`src/design/crcj_pkg.sv`:
```
// Package for the word-wide reflected CRC-64 (Jones polynomial).
// Holds item structs, polynomial constant and the per-lane column functions.
// No dependencies.
package crcj_pkg;

  localparam int unsigned CrcWidth  = 64;
  localparam int unsigned ByteWidth = 8;
  localparam int unsigned NumLanes  = CrcWidth / ByteWidth;

  localparam logic [CrcWidth-1:0] CrcPoly = 64'h95AC9329AC4BC9B5;

  typedef struct packed {
    logic [CrcWidth-1:0] data_word;
    logic                first_word;
    logic                last_word;
  } in_item_t;

  typedef struct packed {
    logic [CrcWidth-1:0] crc_value;
    logic                is_final;
  } out_item_t;

  typedef logic [ByteWidth-1:0][CrcWidth-1:0] lane_mat_t;

  // Advance a one-hot remainder through one full word; elaboration only.
  function automatic logic [CrcWidth-1:0] col_mask(int unsigned bit_pos);
    logic [CrcWidth-1:0] r;
    r = '0;
    r[bit_pos] = 1'b1;
    for (int unsigned i = 0; i < CrcWidth; i++) begin
      r = r[0] ? ((r >> 1) ^ CrcPoly) : (r >> 1);
    end
    return r;
  endfunction

  function automatic lane_mat_t lane_matrix(int unsigned lane);
    lane_mat_t m;
    for (int unsigned i = 0; i < ByteWidth; i++) begin
      m[i] = col_mask(lane * ByteWidth + i);
    end
    return m;
  endfunction

endpackage

```
`src/design/crcj_lane.sv`:
```
// One byte lane: contribution of one byte of the folded word to the next
// remainder, as a fixed XOR network. Depends on crcj_pkg.
module crcj_lane #(
  parameter int unsigned LaneIdx = 0
) (
  input  logic [crcj_pkg::ByteWidth-1:0] byte_i,
  output logic [crcj_pkg::CrcWidth-1:0]  part_o
);

  localparam crcj_pkg::lane_mat_t Cols = crcj_pkg::lane_matrix(LaneIdx);

  always_comb begin
    part_o = '0;
    for (int unsigned i = 0; i < crcj_pkg::ByteWidth; i++) begin
      if (byte_i[i]) begin
        part_o = part_o ^ Cols[i];
      end
    end
  end

endmodule

```
`src/design/crcj_core.sv`:
```
// Remainder register, seed register, byte lanes and the merging XOR.
// Depends on crcj_pkg and crcj_lane.
module crcj_core (
  input  logic                         clk_i,
  input  logic                         rst_ni,
  input  logic                         cfg_we_i,
  input  logic [crcj_pkg::CrcWidth-1:0] cfg_seed_i,
  input  logic                         step_i,
  input  crcj_pkg::in_item_t           item_i,
  output crcj_pkg::out_item_t          result_o
);

  logic [crcj_pkg::CrcWidth-1:0] seed_q, seed_d;
  logic [crcj_pkg::CrcWidth-1:0] rem_q, rem_d;
  logic [crcj_pkg::CrcWidth-1:0] folded;
  logic [crcj_pkg::CrcWidth-1:0] merged;
  logic [crcj_pkg::NumLanes-1:0][crcj_pkg::CrcWidth-1:0] parts;

  assign folded = (item_i.first_word ? ~seed_q : rem_q) ^ item_i.data_word;

  for (genvar g = 0; g < crcj_pkg::NumLanes; g++) begin : g_lane
    crcj_lane #(
      .LaneIdx(g)
    ) u_lane (
      .byte_i(folded[g*crcj_pkg::ByteWidth +: crcj_pkg::ByteWidth]),
      .part_o(parts[g])
    );
  end

  always_comb begin
    merged = '0;
    for (int unsigned k = 0; k < crcj_pkg::NumLanes; k++) begin
      merged = merged ^ parts[k];
    end
  end

  assign rem_d  = step_i ? merged : rem_q;
  assign seed_d = cfg_we_i ? cfg_seed_i : seed_q;

  assign result_o.crc_value = ~merged;
  assign result_o.is_final  = item_i.last_word;

  always_ff @(posedge clk_i or negedge rst_ni) begin
    if (!rst_ni) begin
      rem_q  <= '1;
      seed_q <= '0;
    end else begin
      rem_q  <= rem_d;
      seed_q <= seed_d;
    end
  end

endmodule

```
`src/design/crcj_out_buf.sv`:
```
// Two-entry result buffer that decouples the core from the output channel.
// Depends on crcj_pkg.
module crcj_out_buf (
  input  logic                clk_i,
  input  logic                rst_ni,
  input  logic                push_i,
  input  crcj_pkg::out_item_t item_i,
  output logic                full_o,
  output logic                valid_o,
  input  logic                ready_i,
  output crcj_pkg::out_item_t item_o
);

  crcj_pkg::out_item_t mem_q [2];
  logic       wr_ptr_q, wr_ptr_d;
  logic       rd_ptr_q, rd_ptr_d;
  logic [1:0] count_q, count_d;
  logic       pop;

  assign valid_o = (count_q != 2'd0);
  assign full_o  = (count_q == 2'd2);
  assign pop     = valid_o && ready_i;
  assign item_o  = mem_q[rd_ptr_q];

  always_comb begin
    wr_ptr_d = push_i ? ~wr_ptr_q : wr_ptr_q;
    rd_ptr_d = pop ? ~rd_ptr_q : rd_ptr_q;
    count_d  = count_q;
    if (push_i && !pop) begin
      count_d = count_q + 2'd1;
    end else if (pop && !push_i) begin
      count_d = count_q - 2'd1;
    end
  end

  always_ff @(posedge clk_i) begin
    if (push_i) begin
      mem_q[wr_ptr_q] <= item_i;
    end
  end

  always_ff @(posedge clk_i or negedge rst_ni) begin
    if (!rst_ni) begin
      wr_ptr_q <= 1'b0;
      rd_ptr_q <= 1'b0;
      count_q  <= 2'd0;
    end else begin
      wr_ptr_q <= wr_ptr_d;
      rd_ptr_q <= rd_ptr_d;
      count_q  <= count_d;
    end
  end

endmodule

```
`src/design/crc64_word_slicing.sv`:
```
// Top level of the word-wide reflected CRC-64 (Jones polynomial).
// Depends on crcj_pkg, crcj_core and crcj_out_buf.
//
//   channel  direction  handshake               payload
//   in       sink       in_valid_i/in_ready_o   in_data_i  (crcj_pkg::in_item_t)
//   out      source     out_valid_o/out_ready_i out_data_o (crcj_pkg::out_item_t)
//   cfg      sink       cfg_valid_i/cfg_ready_o cfg_data_i (seed, 64 bits)
//
// One item per cycle unless input stalls: eight byte lanes and one XOR merge fold
// a word into the remainder in the cycle it is accepted, and push its result.
// Reset sets the remainder to all ones and the seed to zero; cfg is always ready.
// A two-entry result buffer keeps input accepted while one result waits;
// input stalls only when both entries are held.
module crc64_word_slicing (
  input  logic                          clk_i,
  input  logic                          rst_ni,
  input  logic                          in_valid_i,
  output logic                          in_ready_o,
  input  crcj_pkg::in_item_t            in_data_i,
  output logic                          out_valid_o,
  input  logic                          out_ready_i,
  output crcj_pkg::out_item_t           out_data_o,
  input  logic                          cfg_valid_i,
  output logic                          cfg_ready_o,
  input  logic [crcj_pkg::CrcWidth-1:0] cfg_data_i
);

  logic                buf_full;
  logic                step;
  crcj_pkg::out_item_t result;

  assign in_ready_o  = !buf_full;
  assign step        = in_valid_i && in_ready_o;
  assign cfg_ready_o = 1'b1;

  crcj_core u_core (
    .clk_i     (clk_i),
    .rst_ni    (rst_ni),
    .cfg_we_i  (cfg_valid_i && cfg_ready_o),
    .cfg_seed_i(cfg_data_i),
    .step_i    (step),
    .item_i    (in_data_i),
    .result_o  (result)
  );

  crcj_out_buf u_out_buf (
    .clk_i  (clk_i),
    .rst_ni (rst_ni),
    .push_i (step),
    .item_i (result),
    .full_o (buf_full),
    .valid_o(out_valid_o),
    .ready_i(out_ready_i),
    .item_o (out_data_o)
  );

endmodule
```
`config.mk`:
```
export PLATFORM = sky130hd
export DESIGN_NAME = crc64_word_slicing
export DESIGN_NICKNAME = d
export VERILOG_FILES = /design/src/design/crcj_pkg.sv /design/src/design/crcj_lane.sv /design/src/design/crcj_core.sv /design/src/design/crcj_out_buf.sv /design/src/design/crc64_word_slicing.sv
export SDC_FILE = /design/constraint.sdc
export NUM_CORES = 1
export LEC_CHECK = 0
export CORE_MARGIN = 8
export CORE_UTILIZATION = 30
export CTS_CLUSTER_SIZE = 16
export DETAILED_ROUTE_END_ITERATION = 8
export DONT_BUFFER_PORTS = 1
export GPL_TIMING_DRIVEN = 0
export PLACE_DENSITY = 0.49
export SYNTH_ARGS = -nofsm -noshare
export SYNTH_HDL_FRONTEND = slang
export SYNTH_SLANG_ARGS = --single-unit
```
`constraint.sdc`:
```
create_clock -name clk_i -period 5.9 [get_ports clk_i]
set_input_delay 0.59 -clock clk_i [delete_from_list [all_inputs] [get_ports clk_i]]
set_output_delay 0.59 -clock clk_i [all_outputs]
set_load 0.1 [all_outputs]
```
==> metrics <==
main combinational cell family by area after synthesis=XOR/XNOR gates; Yosys cell types=27; Worst slew margin=1.802%; routed vias/inst=4.888; Via Count=12680; Setup crit start kind=input pin; share of cells above drive strength 1=22.37%; total track usage=approximately 23%; Fin. Hold Viols=0; Max Cap Viol=1; Worst Hold Depth=0; Seq cells post-synth=262; Hold Crit Start=in_data_i[0]; DP HPWL=74210 um; Area Growth Syn to Fin=10.71%; vias in the first global route=12860; first-pass GRT wire length=123200 um; PortBufs=0; initial core utilization=30.27%; # H-tree levels=1; FF-to-FF path depth=7; Peak Freq=0.2056 GHz; Bufs on Longest Clock Path=3; final setup fails=0; crit path max fanout=10; Avg WL per Cell=36.22 um; fin crit share=~80%; status=finished, violations left; Worst-Skew Late Latency=~0.58 ns; DRC=0; Pre-antenna DRT Iters=5; Seq/Total Area, Yosys=34.44%; Worst Skew=0.02242 ns; largest net degree at the start of global routing=133; Setup crit end kind=register; Filler Cells Inserted=7038; Placer Congestion=between 0.9 and 1; final slew viol count=0; YS warnings=0; clk sinks=around 260; complex-gate fraction of the synthesized area=3.016%; CP startpoint=in_data_i[1]; Yosys top cell area share=19.25%; drt initial violations=around 1300; clock-pin slew on the worst setup and hold paths=around 0.060 ns; GRT Residual Overflow=0; Die Area=79290 sq um; Hold Path Class=in2reg; DIE HEIGHT=281.6 um; row cnt=a little under 100; DRT antenna net count=0; Die W=281.6 um; cts bufs inserted=29; Routed WL=93990 um; failing checks=capacitance limit; cell taking the most area after synthesis=xnor2_1; Syn Inst Count=approximately 1600; crit path kind=in2reg; final net count=1767; TritonCTS clock tree=built; IO Pins=203; mux contribution to synthesized area=6.971%; FF-to-FF Start=u_core.rem_q[59]; RSZ-0062 raised after global routing=no; syn nets=between 1500 and 2000; cell area after layout=23430 sq um; initial antenna violation count=4; synthesized area=21160 sq um; slew at the pin closest to its max-slew limit=approximately 1.5 ns; simple-gate share of the synthesized area=2.383%; Synth Area in XOR/XNOR=between 50% and 60%; crit path DAT=5.14 ns; Adder-Cell Fraction of Synth Area=0.05913%; Core ar.=69910 sq um; minimum clock period=4.864 ns; placed cell areas=22440 sq um; average cell area after synthesis=roughly 13 sq um; critical path required time=6.17 ns; top cells by area, synth=xnor2_1 19%, edfxtp_1 18%, xnor3_1 16%; Clock Tree Root=clkbuf_16
## cells in the mapped netlist
| master | n |
|---|---|
| o21ai_2 | 2 |
| nand2_1 | 125 |
| edfxtp_1 | 130 |
| nor2_1 | 6 |
| xnor2_4 | 26 |
| buf_2 | 9 |
| or2_2 | 1 |
| mux2_2 | 131 |
| clkbuf_1 | 27 |
| buf_6 | 5 |
| inv_1 | 4 |
| xnor2_2 | 37 |
| xor3_1 | 9 |
| xor2_1 | 167 |
| ha_1 | 1 |
| nand2b_1 | 1 |
| buf_4 | 12 |
| xnor2_1 | 465 |
| xor2_2 | 29 |
| dfrtp_1 | 68 |
| a21oi_1 | 3 |
| dfstp_2 | 64 |
| o21ai_1 | 69 |
| conb_1 | 1 |
| xor2_4 | 3 |
| o21ai_0 | 52 |
| xnor3_1 | 147 |
## critical path: stages
cell and delay (ns):
buf_6 0.14, buf_6 0.24, buf_2 0.50, o21ai_1 0.20, xnor2_2 0.97, xnor2_2 0.35, xnor2_1 0.64, xnor3_1 0.64
xor2_1 0.20, xnor2_1 0.63
## sequential cells by signal, summed over array words and instances (netlist names)
name,flops
u_core.seed_q,64
u_core.rem_q,64
u_out_buf.count_q,2
u_out_buf.wr_ptr_q,1
u_out_buf.rd_ptr_q,1
u_out_buf.mem_q,130
## final timing paths
path,to,slack [ns]
max reg2reg,u_out_buf.mem_q[0][44],1.15
min,u_out_buf.mem_q[1][0],0.11
max,u_out_buf.mem_q[1][1],1.04
min in group asynchronous,u_core.seed_q[26],0.53
max in group asynchronous,u_core.seed_q[10],4.47
min reg2reg,u_core.rem_q[13],0.46
## area by class of cell
| cell class | count | area (sq um) | area share [%] |
|---|---|---|---|
| inverter | 4 | 15.01 | 0.06409 |
| timing repair buffer | 6 | 117.6 | 0.5021 |
| clock inverter | 10 | 111.4 | 0.4754 |
| multi-input combinational | 1275 | 13590 | 58.02 |
| clock buffer | 44 | 832.0 | 3.552 |
| tap | 940 | 1176 | 5.021 |
| sequential | 262 | 7287 | 31.11 |
| buffer | 53 | 292.8 | 1.250 |
| antenna | 1 | 2.502 | 0.01068 |
## placed cells by master (no fill, tap or decap), drive strengths merged
cell,instances
edfxtp,130
dfrtp,68
xnor2,528
conb,1
diode,1
bufinv,2
clkinv,6
nand2,125
xor2,199
dlygate4sd3,1
clkbuf,71
nand2b,1
dfstp,64
ha,1
xnor3,147
inv,6
or2,1
a21oi,3
buf,31
o21ai,123
nor2,6
xor3,9
mux2,131
## logic make-up after synthesis
kind of cell / count (synthesis)
other: 1
buffers and inverters: 57
flip-flops: 262
multiplexers: 131
AO/OA/AOI/OAI: 126
XOR/XNOR: 883
adder cells (fa/ha/maj): 1
AND/OR/NAND/NOR: 133
## metal layers
metal  wire (um)  track usage [%]  share of wire [%]
met4        2607            5.923                2.8
met1       40440            31.40                 43
met2       43650            37.67                 46
met5           0                0                  0
met3        7298            5.072                7.8
## what timing repair did
action                    CTS  global route
gates resized for setup     0             0
setup buffers               0             0
hold endpoints to repair  132             7
hold buffers                1             1
## metrics by stage
step	worst slack [ns]	hold WS (ns)	TNS, ns	util, %	std cells
after floorplan	0.8859	0.2944	0	-	1594
after global placement	-2.102	0.3011	-269.04	31.95	2534
after detailed placement	0.5256	0.3017	0	32.10	2538
after CTS	1.065	0.003682	0	33.49	2593
after global routing	0.9641	0.08950	0	33.51	2594
final	1.036	0.1107	0	33.51	2595
Power is not shown: default switching activity piles up to over one toggle a cycle in this logic, so the estimate is an artifact.
